`src/rtl/bpa_pkg.sv`:
```
// Bitmap page allocator: shared types and constants.
// No dependencies.
`timescale 1ns / 1ps

package bpa_pkg;

  localparam int CMD_W      = 2;
  localparam int CNT_W      = 15;
  localparam int ADDR_W     = 64;
  localparam int FRAME_W    = 52;
  localparam int STATUS_W   = 2;
  localparam int CFG_IDX_W  = 2;
  localparam int CFG_DATA_W = 52;
  localparam int WORD_BITS  = 64;

  typedef enum logic [CMD_W-1:0] {
    CMD_ALLOC = 2'd0,
    CMD_FREE  = 2'd1,
    CMD_QUERY = 2'd2,
    CMD_NONE  = 2'd3
  } cmd_t;

  typedef enum logic [STATUS_W-1:0] {
    ST_OK       = 2'd0,
    ST_IGNORED  = 2'd1,
    ST_NO_SPACE = 2'd2,
    ST_REJECTED = 2'd3
  } status_t;

  localparam logic [CFG_IDX_W-1:0] CFG_BASE_FRAME = 2'd0;
  localparam logic [CFG_IDX_W-1:0] CFG_PAGE_COUNT = 2'd1;

endpackage

```
`src/rtl/bpa_cmd_if.sv`:
```
// Command channel of the bitmap page allocator.
// Depends on bpa_pkg.
`timescale 1ns / 1ps

interface bpa_cmd_if;
  logic                          valid;
  logic                          ready;
  logic [bpa_pkg::CMD_W-1:0]     command;
  logic [bpa_pkg::CNT_W-1:0]     page_count;
  logic [bpa_pkg::ADDR_W-1:0]    address;

  modport source (output valid, command, page_count, address, input ready);
  modport sink   (input valid, command, page_count, address, output ready);
endinterface

```
`src/rtl/bpa_rsp_if.sv`:
```
// Response channel of the bitmap page allocator.
// Depends on bpa_pkg.
`timescale 1ns / 1ps

interface bpa_rsp_if;
  logic                          valid;
  logic                          ready;
  logic [bpa_pkg::STATUS_W-1:0]  status;
  logic [bpa_pkg::ADDR_W-1:0]    run_address;
  logic [bpa_pkg::CNT_W-1:0]     pages_freed;
  logic [bpa_pkg::CNT_W-1:0]     pages_rejected;
  logic [bpa_pkg::CNT_W-1:0]     free_total;

  modport source (output valid, status, run_address, pages_freed, pages_rejected, free_total,
                  input ready);
  modport sink   (input valid, status, run_address, pages_freed, pages_rejected, free_total,
                  output ready);
endinterface

```
`src/rtl/bpa_ctrl.sv`:
```
// Allocator sequencer: config registers, clear/recount sweeps, first-fit scan,
// run marking, page-by-page free and result register. Depends on bpa_pkg,
// bpa_cmd_if, bpa_rsp_if; drives the bitmap store.
`timescale 1ns / 1ps

module bpa_ctrl #(
  parameter int MAX_PAGES  = 16384,
  parameter int PAGE_BYTES = 4096,
  parameter int WORDS      = 256,
  parameter int WAW        = 8
) (
  input  logic                              clk,
  input  logic                              rst,
  input  logic                              cfg_we,
  input  logic [bpa_pkg::CFG_IDX_W-1:0]     cfg_index,
  input  logic [bpa_pkg::CFG_DATA_W-1:0]    cfg_data,
  bpa_cmd_if.sink                           in_ch,
  bpa_rsp_if.source                         out_ch,
  output logic                              mem_we,
  output logic [WAW-1:0]                    mem_waddr,
  output logic [bpa_pkg::WORD_BITS-1:0]     mem_wdata,
  output logic                              mem_re,
  output logic [WAW-1:0]                    mem_raddr,
  input  logic [bpa_pkg::WORD_BITS-1:0]     mem_rdata
);
  import bpa_pkg::*;

  localparam int PW   = $clog2(MAX_PAGES + 1);
  localparam int NW   = ((PW > CNT_W) ? PW : CNT_W) + 1;
  localparam int PBW  = $clog2(PAGE_BYTES);
  localparam int IDXW = ADDR_W - PBW;

  typedef enum logic [3:0] {
    S_CLR, S_IDLE, S_RC_RD, S_RC_AC, S_AL_RD, S_AL_CH,
    S_MK_RD, S_MK_WR, S_FR_PG, S_FR_LD, S_DONE
  } state_t;

  state_t               state;
  logic [FRAME_W-1:0]   pool_frame;
  logic [CNT_W-1:0]     pool_cnt;
  logic                 rc_pend;
  logic [CNT_W-1:0]     tally;
  logic [CNT_W-1:0]     rc_acc;
  logic [WAW-1:0]       w;
  logic [2:0]           k;
  logic [CNT_W-1:0]     cnt;
  logic [NW-1:0]        run_len;
  logic [NW-1:0]        run_first;
  logic [ADDR_W-1:0]    pa;
  logic [CNT_W-1:0]     fi;
  logic [CNT_W-1:0]     freed;
  logic [CNT_W-1:0]     rejected;
  logic [WAW-1:0]       cw;
  logic                 cv;
  logic                 dirty;
  logic [WORD_BITS-1:0] cd;
  status_t              res_status;
  logic [ADDR_W-1:0]    res_run;

  logic                 out_valid;
  status_t              out_status;
  logic [ADDR_W-1:0]    out_run;
  logic [CNT_W-1:0]     out_freed;
  logic [CNT_W-1:0]     out_rej;
  logic [CNT_W-1:0]     out_total;

  logic [NW-1:0]        n_pages;
  logic [ADDR_W-1:0]    base_addr;
  logic                 in_acc;

  // first-fit chunk
  logic [NW-1:0]        c_len;
  logic [NW-1:0]        c_start;
  logic                 c_found;
  logic [NW-1:0]        c_page;
  logic [NW-1:0]        al_next_page;

  // run marking
  logic [NW-1:0]        mk_end;
  logic [5:0]           mk_lo;
  logic [5:0]           mk_hi;
  logic [WORD_BITS-1:0] mk_mask;

  // free
  logic                 fr_borrow;
  logic [ADDR_W-1:0]    fr_off;
  logic [IDXW-1:0]      fr_idx;
  logic                 fr_ok;
  logic [WAW-1:0]       fr_w;
  logic [5:0]           fr_b;
  logic                 fr_hit;
  logic                 fr_end;

  // recount
  logic [NW-1:0]        rc_base;
  logic [NW-1:0]        rc_rem;
  logic [WORD_BITS-1:0] rc_mask;
  logic [6:0]           rc_pop;

  assign n_pages   = (NW'(pool_cnt) > NW'(MAX_PAGES)) ? NW'(MAX_PAGES) : NW'(pool_cnt);
  assign base_addr = ADDR_W'({pool_frame, {PBW{1'b0}}});

  assign in_ch.ready = (state == S_IDLE) && !rc_pend && !cfg_we;
  assign in_acc      = in_ch.valid && in_ch.ready;

  assign out_ch.valid          = out_valid;
  assign out_ch.status         = out_status;
  assign out_ch.run_address    = out_run;
  assign out_ch.pages_freed    = out_freed;
  assign out_ch.pages_rejected = out_rej;
  assign out_ch.free_total     = out_total;

  always_comb begin
    c_len   = run_len;
    c_start = run_first;
    c_found = 1'b0;
    c_page  = '0;
    for (int j = 0; j < 8; j++) begin
      c_page = NW'({w, k, 3'(j)});
      if (!c_found && (c_page < n_pages)) begin
        if (!mem_rdata[{k, 3'(j)}]) begin
          if (c_len == '0) begin
            c_start = c_page;
          end
          c_len = c_len + NW'(1);
          if (c_len >= NW'(cnt)) begin
            c_found = 1'b1;
          end
        end else begin
          c_len = '0;
        end
      end
    end
    al_next_page = NW'({w, k, 3'b000}) + NW'(8);
  end

  always_comb begin
    mk_end  = run_first + NW'(cnt) - NW'(1);
    mk_lo   = (w == run_first[6 +: WAW]) ? run_first[5:0] : 6'd0;
    mk_hi   = (w == mk_end[6 +: WAW]) ? mk_end[5:0] : 6'd63;
    mk_mask = ({WORD_BITS{1'b1}} << mk_lo) & ({WORD_BITS{1'b1}} >> (6'd63 - mk_hi));
  end

  always_comb begin
    {fr_borrow, fr_off} = {1'b0, pa} - {1'b0, base_addr};
    fr_idx = fr_off[ADDR_W-1:PBW];
    fr_ok  = (pa != '0) && !fr_borrow && (fr_off[PBW-1:0] == '0)
             && (fr_idx < IDXW'(n_pages));
    fr_w   = fr_idx[6 +: WAW];
    fr_b   = fr_idx[5:0];
    fr_hit = cv && (cw == fr_w);
    fr_end = (fi == cnt);
  end

  always_comb begin
    rc_base = NW'({w, 6'd0});
    rc_rem  = n_pages - rc_base;
    if (n_pages >= rc_base + NW'(64)) begin
      rc_mask = '1;
    end else if (n_pages > rc_base) begin
      rc_mask = ~({WORD_BITS{1'b1}} << rc_rem[5:0]);
    end else begin
      rc_mask = '0;
    end
    rc_pop = 7'($countones(~mem_rdata & rc_mask));
  end

  always_comb begin
    mem_we    = 1'b0;
    mem_waddr = w;
    mem_wdata = '0;
    mem_re    = 1'b0;
    mem_raddr = w;
    unique case (state)
      S_CLR: begin
        mem_we = 1'b1;
      end
      S_RC_RD, S_AL_RD, S_MK_RD: begin
        mem_re = 1'b1;
      end
      S_MK_WR: begin
        mem_we    = 1'b1;
        mem_wdata = mem_rdata | mk_mask;
      end
      S_FR_PG: begin
        mem_waddr = cw;
        mem_wdata = cd;
        mem_raddr = fr_w;
        if (fr_end) begin
          mem_we = cv && dirty;
        end else if (fr_ok && !fr_hit) begin
          mem_we = cv && dirty;
          mem_re = 1'b1;
        end
      end
      default: begin
      end
    endcase
  end

  always_ff @(posedge clk) begin
    if (rst) begin
      state      <= S_CLR;
      w          <= '0;
      rc_pend    <= 1'b1;
      pool_frame <= '0;
      pool_cnt   <= '0;
      tally      <= '0;
      cv         <= 1'b0;
      dirty      <= 1'b0;
      out_valid  <= 1'b0;
    end else begin
      if (cfg_we) begin
        unique case (cfg_index)
          CFG_BASE_FRAME: begin
            pool_frame <= cfg_data[FRAME_W-1:0];
            rc_pend    <= 1'b1;
          end
          CFG_PAGE_COUNT: begin
            pool_cnt <= cfg_data[CNT_W-1:0];
            rc_pend  <= 1'b1;
          end
          default: begin
          end
        endcase
      end
      if (out_ch.valid && out_ch.ready && (state != S_DONE)) begin
        out_valid <= 1'b0;
      end

      unique case (state)
        S_CLR: begin
          if (w == WAW'(WORDS - 1)) begin
            w     <= '0;
            state <= S_IDLE;
          end else begin
            w <= w + WAW'(1);
          end
        end
        S_IDLE: begin
          if (rc_pend && !cfg_we) begin
            rc_pend <= 1'b0;
            rc_acc  <= '0;
            w       <= '0;
            state   <= S_RC_RD;
          end else if (in_acc) begin
            cnt        <= in_ch.page_count;
            pa         <= in_ch.address;
            fi         <= '0;
            freed      <= '0;
            rejected   <= '0;
            run_len    <= '0;
            run_first  <= '0;
            res_run    <= '0;
            w          <= '0;
            k          <= '0;
            cv         <= 1'b0;
            dirty      <= 1'b0;
            unique case (cmd_t'(in_ch.command))
              CMD_ALLOC: begin
                res_status <= ST_IGNORED;
                state      <= (in_ch.page_count != '0) ? S_AL_RD : S_DONE;
              end
              CMD_FREE: begin
                res_status <= ST_IGNORED;
                state      <= (in_ch.page_count != '0 && in_ch.address != '0) ? S_FR_PG
                                                                               : S_DONE;
              end
              CMD_QUERY: begin
                res_status <= ST_OK;
                state      <= S_DONE;
              end
              CMD_NONE: begin
                res_status <= ST_IGNORED;
                state      <= S_DONE;
              end
            endcase
          end
        end
        S_RC_RD: begin
          state <= S_RC_AC;
        end
        S_RC_AC: begin
          rc_acc <= rc_acc + CNT_W'(rc_pop);
          if (w == WAW'(WORDS - 1)) begin
            tally <= rc_acc + CNT_W'(rc_pop);
            state <= S_IDLE;
          end else begin
            w     <= w + WAW'(1);
            state <= S_RC_RD;
          end
        end
        S_AL_RD: begin
          k     <= '0;
          state <= S_AL_CH;
        end
        S_AL_CH: begin
          run_len   <= c_len;
          run_first <= c_start;
          if (c_found) begin
            w     <= c_start[6 +: WAW];
            state <= S_MK_RD;
          end else if (al_next_page >= n_pages) begin
            res_status <= ST_NO_SPACE;
            state      <= S_DONE;
          end else begin
            k <= k + 3'd1;
            if (k == 3'd7) begin
              w     <= w + WAW'(1);
              state <= S_AL_RD;
            end
          end
        end
        S_MK_RD: begin
          state <= S_MK_WR;
        end
        S_MK_WR: begin
          if (w == mk_end[6 +: WAW]) begin
            tally      <= tally - cnt;
            res_run    <= base_addr + (ADDR_W'(run_first) << PBW);
            res_status <= ST_OK;
            state      <= S_DONE;
          end else begin
            w     <= w + WAW'(1);
            state <= S_MK_RD;
          end
        end
        S_FR_PG: begin
          if (fr_end) begin
            dirty      <= 1'b0;
            tally      <= tally + freed;
            res_status <= (rejected != '0) ? ST_REJECTED : ST_OK;
            state      <= S_DONE;
          end else if (!fr_ok) begin
            rejected <= rejected + CNT_W'(1);
            fi       <= fi + CNT_W'(1);
            pa       <= pa + ADDR_W'(PAGE_BYTES);
          end else if (fr_hit) begin
            if (cd[fr_b]) begin
              cd[fr_b] <= 1'b0;
              dirty    <= 1'b1;
              freed    <= freed + CNT_W'(1);
            end else begin
              rejected <= rejected + CNT_W'(1);
            end
            fi <= fi + CNT_W'(1);
            pa <= pa + ADDR_W'(PAGE_BYTES);
          end else begin
            cw    <= fr_w;
            dirty <= 1'b0;
            state <= S_FR_LD;
          end
        end
        S_FR_LD: begin
          cd    <= mem_rdata;
          cv    <= 1'b1;
          state <= S_FR_PG;
        end
        S_DONE: begin
          if (!out_valid || out_ch.ready) begin
            out_valid  <= 1'b1;
            out_status <= res_status;
            out_run    <= res_run;
            out_freed  <= freed;
            out_rej    <= rejected;
            out_total  <= tally;
            state      <= S_IDLE;
          end
        end
        default: begin
          state <= S_IDLE;
        end
      endcase
    end
  end

  a_busy_after_accept: assert property (@(posedge clk) disable iff (rst)
    in_acc |=> !in_ch.ready)
    else $error("command taken while previous one in flight");

  a_mark_rmw: assert property (@(posedge clk) disable iff (rst)
    (state == S_MK_WR) |-> ($past(mem_re) && $past(mem_raddr) == mem_waddr))
    else $error("mark write-back to a word not just read");

  a_tally_bound: assert property (@(posedge clk) disable iff (rst)
    (state == S_IDLE && !rc_pend) |-> (NW'(tally) <= n_pages))
    else $error("free tally exceeds pool size");

  a_free_count: assert property (@(posedge clk) disable iff (rst)
    (state == S_FR_PG) |-> (({1'b0, freed} + {1'b0, rejected}) == {1'b0, fi}))
    else $error("freed and rejected pages do not add up");

endmodule
```
`src/flat_wrapper.sv`:
```
// flat-port wrapper written by rule: the top's interface ports become plain ports
module bpa_ctrl_flat import bpa_pkg::*;
#(
  parameter int MAX_PAGES  = 16384,
  parameter int PAGE_BYTES = 4096,
  parameter int WORDS      = 256,
  parameter int WAW        = 8
)
  (clk, rst, cfg_we, cfg_index, cfg_data, mem_we, mem_waddr, mem_wdata, mem_re, mem_raddr, mem_rdata, in_ch_valid, in_ch_command, in_ch_page_count, in_ch_address, in_ch_ready, out_ch_valid, out_ch_status, out_ch_run_address, out_ch_pages_freed, out_ch_pages_rejected, out_ch_free_total, out_ch_ready);
  bpa_cmd_if in_ch_i ();
  bpa_rsp_if out_ch_i ();
  input  logic clk;
  input  logic rst;
  input  logic cfg_we;
  input  logic [bpa_pkg::CFG_IDX_W-1:0] cfg_index;
  input  logic [bpa_pkg::CFG_DATA_W-1:0] cfg_data;
  output logic mem_we;
  output logic [WAW-1:0] mem_waddr;
  output logic [bpa_pkg::WORD_BITS-1:0] mem_wdata;
  output logic mem_re;
  output logic [WAW-1:0] mem_raddr;
  input  logic [bpa_pkg::WORD_BITS-1:0] mem_rdata;
  input wire logic [$bits(in_ch_i.valid)-1:0] in_ch_valid;
  input wire logic [$bits(in_ch_i.command)-1:0] in_ch_command;
  input wire logic [$bits(in_ch_i.page_count)-1:0] in_ch_page_count;
  input wire logic [$bits(in_ch_i.address)-1:0] in_ch_address;
  output wire logic [$bits(in_ch_i.ready)-1:0] in_ch_ready;
  output wire logic [$bits(out_ch_i.valid)-1:0] out_ch_valid;
  output wire logic [$bits(out_ch_i.status)-1:0] out_ch_status;
  output wire logic [$bits(out_ch_i.run_address)-1:0] out_ch_run_address;
  output wire logic [$bits(out_ch_i.pages_freed)-1:0] out_ch_pages_freed;
  output wire logic [$bits(out_ch_i.pages_rejected)-1:0] out_ch_pages_rejected;
  output wire logic [$bits(out_ch_i.free_total)-1:0] out_ch_free_total;
  input wire logic [$bits(out_ch_i.ready)-1:0] out_ch_ready;
  assign in_ch_i.valid = in_ch_valid;
  assign in_ch_i.command = in_ch_command;
  assign in_ch_i.page_count = in_ch_page_count;
  assign in_ch_i.address = in_ch_address;
  assign in_ch_ready = in_ch_i.ready;
  assign out_ch_valid = out_ch_i.valid;
  assign out_ch_status = out_ch_i.status;
  assign out_ch_run_address = out_ch_i.run_address;
  assign out_ch_pages_freed = out_ch_i.pages_freed;
  assign out_ch_pages_rejected = out_ch_i.pages_rejected;
  assign out_ch_free_total = out_ch_i.free_total;
  assign out_ch_i.ready = out_ch_ready;
  bpa_ctrl #(.MAX_PAGES(MAX_PAGES), .PAGE_BYTES(PAGE_BYTES), .WORDS(WORDS), .WAW(WAW)) u_core (.clk(clk), .rst(rst), .cfg_we(cfg_we), .cfg_index(cfg_index), .cfg_data(cfg_data), .in_ch(in_ch_i), .out_ch(out_ch_i), .mem_we(mem_we), .mem_waddr(mem_waddr), .mem_wdata(mem_wdata), .mem_re(mem_re), .mem_raddr(mem_raddr), .mem_rdata(mem_rdata));
endmodule
```
`config.mk`:
```
export PLATFORM = sky130hd
export DESIGN_NAME = bpa_ctrl_flat
export DESIGN_NICKNAME = d
export VERILOG_FILES = /design/src/rtl/bpa_pkg.sv /design/src/rtl/bpa_cmd_if.sv /design/src/rtl/bpa_rsp_if.sv /design/src/rtl/bpa_ctrl.sv /design/src/flat_wrapper.sv
export SDC_FILE = /design/constraint.sdc
export NUM_CORES = 2
export LEC_CHECK = 0
export CAP_MARGIN = 20
export CORE_MARGIN = 10
export CORE_UTILIZATION = 50
export CTS_BUF_LIST = sky130_fd_sc_hd__clkbuf_4 sky130_fd_sc_hd__clkbuf_8
export CTS_CLUSTER_DIAMETER = 30
export DETAILED_ROUTE_END_ITERATION = 10
export DONT_BUFFER_PORTS = 1
export PLACE_DENSITY = 0.71
export SYNTH_ARGS = -nofsm -noshare
export SYNTH_HDL_FRONTEND = slang
export SYNTH_SLANG_ARGS = --single-unit
```
`constraint.sdc`:
```
create_clock -name clk -period 26.7 [get_ports clk]
set_clock_uncertainty 0.1 [all_clocks]
set_input_delay 5.34 -clock clk [delete_from_list [all_inputs] [get_ports clk]]
set_output_delay 5.34 -clock clk [all_outputs]
set_load 0.05 [all_outputs]
```
After elaboration in Yosys (flattened, before gate mapping) --
Cells that the tools add are included.
Operators by class: add/sub/neg operators 88, magnitude comparators 31, equality and inequality tests 47, shift operators 3, muxes and demuxes 193, bitwise operators 11, reductions and logical operators 84
Operators by type and width (number):
- 2-to-1 mux 64 bit | 14
- 2-to-1 mux 16 bit | 42
- case mux 64 bit (2 select lines) | 4
- 2-to-1 mux 15 bit | 18
- adder 7 bit | 31
- bitwise AND 64 bit | 3
- inverter 64 bit | 3
- adder 16 x 1 -> 16 bit, second input constant | 8
- >= comparator 16 x 15 -> 1 bit | 8
- logical NOT 16 bit | 8
- nonzero test 64 bit | 2
- << shifter 64 x 6 -> 64 bit, first input constant | 2
- less-than comparator 14 x 15 -> 1 bit | 8
- case mux 15 bit (2 select lines) | 4
- 2-to-1 mux 8 bit | 10
- subtractor 64 x 64 -> 65 bit | 1
- adder 1 x 1 -> 2 bit | 32
- adder 64 x 13 -> 64 bit, second input constant | 1
- adder 64 x 28 -> 64 bit | 1
- bitwise OR 64 bit | 1
- case mux 16 bit (2 select lines) | 2
- >> shifter 64 x 6 -> 64 bit, first input constant | 1
- less-than comparator 6 x 7 -> 1 bit, second input constant | 9
- less-than comparator 52 x 15 -> 1 bit | 1
- 70 further kinds | 243
Storage, ports and cells: register bits after elaboration 521, input port bits 204, output and inout bits 195, word-level logic and storage cells 484

Depth between registers and ports, before layout --
depth in word-level cells 35, gate-level depth with buffers 100, gate-level depth less buffers 91

Least setup slack after synthesis --
No wires, ideal clock.
path type input port to flip-flop, start input mem_rdata[48] (netlist bit), end register u_core.w[4], setup time 0.074 ns, data arrival time 20.374 ns, required time 26.526 ns, setup slack 6.152 ns, cell stages on the path 87, path buffers 6, cells stage by stage mux4_2 mux2i_2 o211ai_1 and2_1 clkbuf_1 inv_1 ha_1 o21ai_2 nor4_2 xor2_1 ha_1 a21oi_1 o21ai_0 a2111oi_0 o32ai_1 nor3_1 a21o_1 clkbuf_1 [... 51 more ...] nand2b_1 a21oi_1 nor2b_1 o21ai_0 nand2b_1 a21oi_1 nor2b_1 o21ai_0 nand2b_1 a21oi_1 nor2b_1 o21ai_0 nand2b_1 a22oi_1 o21ai_1 o31ai_4 or4b_1 a31oi_1
On the way: longest elaborated chain between the ends 35, elaborated cells between the ends (all ways) 102, classes of those cells add/sub (7); order compare (7); eq/ne (2); mux (64); reduce/logical (22)
RTL lines:
- start, declared | line flat_wrapper.sv:22 | input logic [bpa_pkg::WORD_BITS-1:0] mem_rdata;
- binary-select mux 1 bit (select 3 bit) (*) | line bpa_ctrl.sv:121 | if (!mem_rdata[{k, 3'(j)}]) begin
- 2-to-1 mux 1 bit (not written as such) (*) | line bpa_ctrl.sv:121
- 2-to-1 mux 16 bit | line bpa_ctrl.sv:121
- 2-to-1 mux 16 bit | line bpa_ctrl.sv:120 | if (!c_found && (c_page < n_pages)) begin
- adder 16 x 1 -> 16 bit | line bpa_ctrl.sv:125 | c_len = c_len + NW'(1);
- >= comparator 16 x 15 -> 1 bit | line bpa_ctrl.sv:126 | if (c_len >= NW'(cnt)) begin
- 2-to-1 mux 1 bit | line bpa_ctrl.sv:126
- 2-to-1 mux 1 bit | line bpa_ctrl.sv:121
- [... 19 more ...]
- 2-to-1 mux 16 bit | line bpa_ctrl.sv:120
- adder 16 x 1 -> 16 bit | line bpa_ctrl.sv:125
- >= comparator 16 x 15 -> 1 bit | line bpa_ctrl.sv:126
- 2-to-1 mux 1 bit | line bpa_ctrl.sv:126
- 2-to-1 mux 1 bit | line bpa_ctrl.sv:121
- 2-to-1 mux 1 bit | line bpa_ctrl.sv:120
- inequality test 3 x 2 -> 1 bit (no source line) (tied with other cells)
- AND reduction 6 bit (no source line) / case mux 8 bit (5 select lines) (equally long branches)
- end signal, assigned | line bpa_ctrl.sv:237 | w <= w + WAW'(1);
- end signal, assigned | line bpa_ctrl.sv:289 | w <= w + WAW'(1);
- end signal, assigned | line bpa_ctrl.sv:301 | w <= c_start[6 +: WAW];
- end, declared | line bpa_ctrl.sv:44 | logic [WAW-1:0] w;
Every way passes the cells marked *; elsewhere a longest branch is shown, timed or not. The select of a mux whose other input is x is not followed. A chain may end at the register's enable or synchronous reset.

Worst setup path after layout --
Ends and elaborated chain as after synthesis.

==> results.yml <==
drt:
  drcViolationCount: 0
  route.detailed.wl_per_inst_microns: 27.1
  wl_microns: 183000
  first_pass_iters: 9
  num_vias: 44600
  drt_first_iter_violations: 6065
  vias_per_cell: 6.59
  detail-route-antenna-nets: 0
placement:
  hpwlAfterDp_microns: 143000
  io_buffers: 0
  finalWeightedCongestion: 1.07
floorplanning:
  fp.dieW_microns: 323
  boundaryPins: 399
  fp.coreArea_sq_um: 91400
  die_area_sq_um: 104000
  placementRows: 111
  floorplan.initialDensity_pct: 50.3
  chipHeight_microns: 323
critical_path:
  worst_path_max_stage_delay_ns: 0.60
  crit_path_max_fanout: 19
  worstPathArrival_ns: 23.41
  worst_path_max_delay_cell: "a21o_1"
  worst-endpoint-required_ns: 27.30
  sort_of_element_at_the_end_of_the_critical_path: "flip-flop"
  path_class: "input pin to flip-flop"
  worst_path_most_repeated_cell: "a21o_1"
  setup.worst_path.start_class: "input pin"
timing:
  hold_violations: 0
  final-max-slew-violation-count: 0
  setup_violations: 0
  setup_repair_after_global_routing_missed_its_margin: "false"
  slew-limit-headroom_pct: 21.6
  final.period_utilization_pct: 85.4
  fin_tns_setup_ns: 0
  timing.fmax_mhz: 43.8
  period_minus_slack_ns: 22.81
  timing_worst_slew_pin_value_ns: 1.17
global_routing:
  grt_first_pass_wirelength_microns: 268000
  grt_start_max_net_pins: 119
  grt.overflow.total: 0
  overall_global_routing_resource_usage_pct: 33.7
  antenna_found_initial: 9
  number_of_global_route_vias_before_repair: 41400
yosys:
  ys_seq_elements: 497
  total_number_of_yosys_warnings: 0
  synth_async_sr_flop_share_pct: 0
  synthesis.instances: 5536
  post_synth_num_cell_types: 129
  yosysSeqAreaShare_pct: 30.3
  yosys_most_used_dff: "edfxtp_1"
  netlist_area_sq_um: 45900
  yosysTopAreaCellShare_pct: 26.1
  synth_edf_count: 399
  synth.largest_area_cell: "edfxtp_1"
  mean_area_per_synthesized_cell_sq_um: 8.30
  synth.area.top_cells: "edfxtp_1 (26%), ha_1 (9.7%), nand2_1 (5.9%)"
min_path:
  min-delay-path-class: "flip-flop to flip-flop"
cells_and_area:
  area_of_the_multi_input_gates_sq_um: 29700
  drive_gt1_share_pct: 8.45
  layout-area-overhead-vs-synth_pct: 8.50
  seqCellArea_sq_um: 13900
  number_of_fillers_in_the_final_layout: 8545
  final_net_count: 6100
clocking:
  clkSinkCount: 497
  cts_inserted_buffers: 114
  tritoncts: "yes"
  clkLatencyLatePin_ns: 0.81
  cts.hold.buffers_added: 0
  cts.repair.resized: 0
  clk_root_buffer_cell: "clkbuf_8"
  post-cts-setup-buffers: 0
  path_clk_slew_ns: 0.06
  deepest_clock_path_buffer_count: 3
  clock_tree.htree_level_count: 3
outcome:
  outcome: "finished, final reports clean"
job:
  max_cap_viol_count: 0
-- metal layers --
| layer | track usage [%] | vias up | routed length, microns |
|---|---|---|---|
| met5 | 0 | - | 41 |
| met1 | 43.0 | 21200 | 71700 |
| met2 | 53.0 | 2709 | 81200 |
| met4 | 16.1 | 6 | 10100 |
| li1 | - | 20100 | - |
| met3 | 8.48 | 545 | 20200 |
-- cell usage in the layout (no fill, tap or decap), drive strengths merged, types with 58 or more instances in the layout --
cell	n
nor4	96
nor2	471
inv	353
nand2	721
nor3	124
a211oi	58
buf	78
and2	70
xnor2	236
edfxtp	399
o21ai	467
nand3	164
and3	64
a31oi	61
dfxtp	98
nand2b	58
fa	65
a21o	92
xor2	102
a21oi	392
nor2b	70
clkbuf	139
ha	358
nand4	102
-- flip-flops by register name, indices dropped and copies added (netlist names), 8 cells and up --
name / count
u_core.out_ch.pages_rejected: 15
u_core.fi: 15
u_core.cd: 64
u_core.out_ch.pages_freed: 15
u_core.rejected: 15
u_core.tally: 15
u_core.run_first: 16
u_core.out_ch.run_address: 52
u_core.pool_cnt: 15
u_core.pool_frame: 52
u_core.out_ch.free_total: 15
u_core.run_len: 16
u_core.cw: 8
u_core.freed: 15
u_core.cnt: 15
u_core.w: 8
u_core.res_run: 52
u_core.pa: 64
u_core.rc_acc: 15
-- synth_stat cells (13+ instances only) --
cell and count:
nand2_1 718, nor2_1 470, o21ai_0 447, edfxtp_1 399
a21oi_1 383, ha_1 358, inv_1 343, xnor2_1 236
clkbuf_1 213, nand3_1 164, nor3_1 122, xor2_1 102
nand4_1 100, dfxtp_1 98, a21o_1 91, nor4_1 88
nor2b_1 70, and2_1 67, fa_1 65, and3_1 63
a31oi_1 59, nand2b_1 58, a211oi_1 47, a22oi_1 42
or3_1 40, o211ai_1 39, o21a_1 33, o21bai_1 30
o22ai_1 29, and4_1 26, buf_2 23, a221oi_1 22
a22o_1 22, or2_2 22, buf_4 19, mux2i_1 19
o31ai_1 18, a2111oi_0 17, mux4_2 16, o21ai_1 14
mux2_2 13
-- per-stage QoR --
| stage | cells | setup slack (ns) | instance area (sq um) | util, % | hold WS [ns] |
|---|---|---|---|---|---|
| 2_1_floorplan | 5547 | 6.15 | 46000 | - | 0.300 |
| 3_3_place_gp | 6533 | 4.06 | 47000 | 51.4 | 0.302 |
| 3_5_place_dp | 6536 | 3.63 | 47000 | 51.5 | 0.305 |
| 4_1_cts | 6753 | 4.39 | 49800 | 54.4 | 0.309 |
| 5_1_grt | 6765 | 2.59 | 49900 | 54.6 | 0.311 |
| 6_report | 6766 | 3.89 | 49900 | 54.6 | 0.313 |
-- worst paths after layout --
check / startpoint / end / slack, ns / cells past startpoint
setup / recovery: mem_rdata[48] / u_core.w[4] / 3.89 / 80
hold / removal: u_core.res_run[60] / u_core.out_ch.run_address[60] / 0.31 / 0
setup reg to reg: u_core.pool_cnt[14] / u_core.w[4] / 5.93 / 85
hold reg to reg: u_core.res_run[60] / u_core.out_ch.run_address[60] / 0.31 / 0
-- logic make-up (layout without fill, tap and decap cells) --
logic type | count (synthesis) | in the layout | synth area share, %
fa+ha+maj | 423 | 423 | 12.6
xor+xnor | 338 | 338 | 6.44
other cells | 1 | 18 | 0.00816
compound gates | 1527 | 1527 | 21.8
simple gates | 2083 | 2083 | 21.8
flops | 497 | 497 | 30.3
buf+inv | 614 | 641 | 5.32
mux | 53 | 53 | 1.68
-- critical path: cells and delay by family --
family	cells	cell delay, ns
AOI/OAI and AO/OA	44	9.64
xor gates and xnor gates	2	0.36
adders and majority gates	8	2.29
buffers and inverters	2	0.40
muxes	3	0.99
and+or+nand+nor	21	4.37
-- cell type report --
cell class | count | area share, %
Antenna cell | 6 | 0.0301
Clock buffer | 138 | 3.57
Clock inverter | 79 | 1.91
Sequential cell | 497 | 28.0
Tap cell | 1186 | 2.98
Timing Repair Buffer | 80 | 1.28
Multi-Input combinational cell | 4436 | 59.7
Inverter | 344 | 2.59
Power is left out: the tool's default activity adds up to more than one toggle a clock period on the data nets, which glitch-free logic cannot reach.
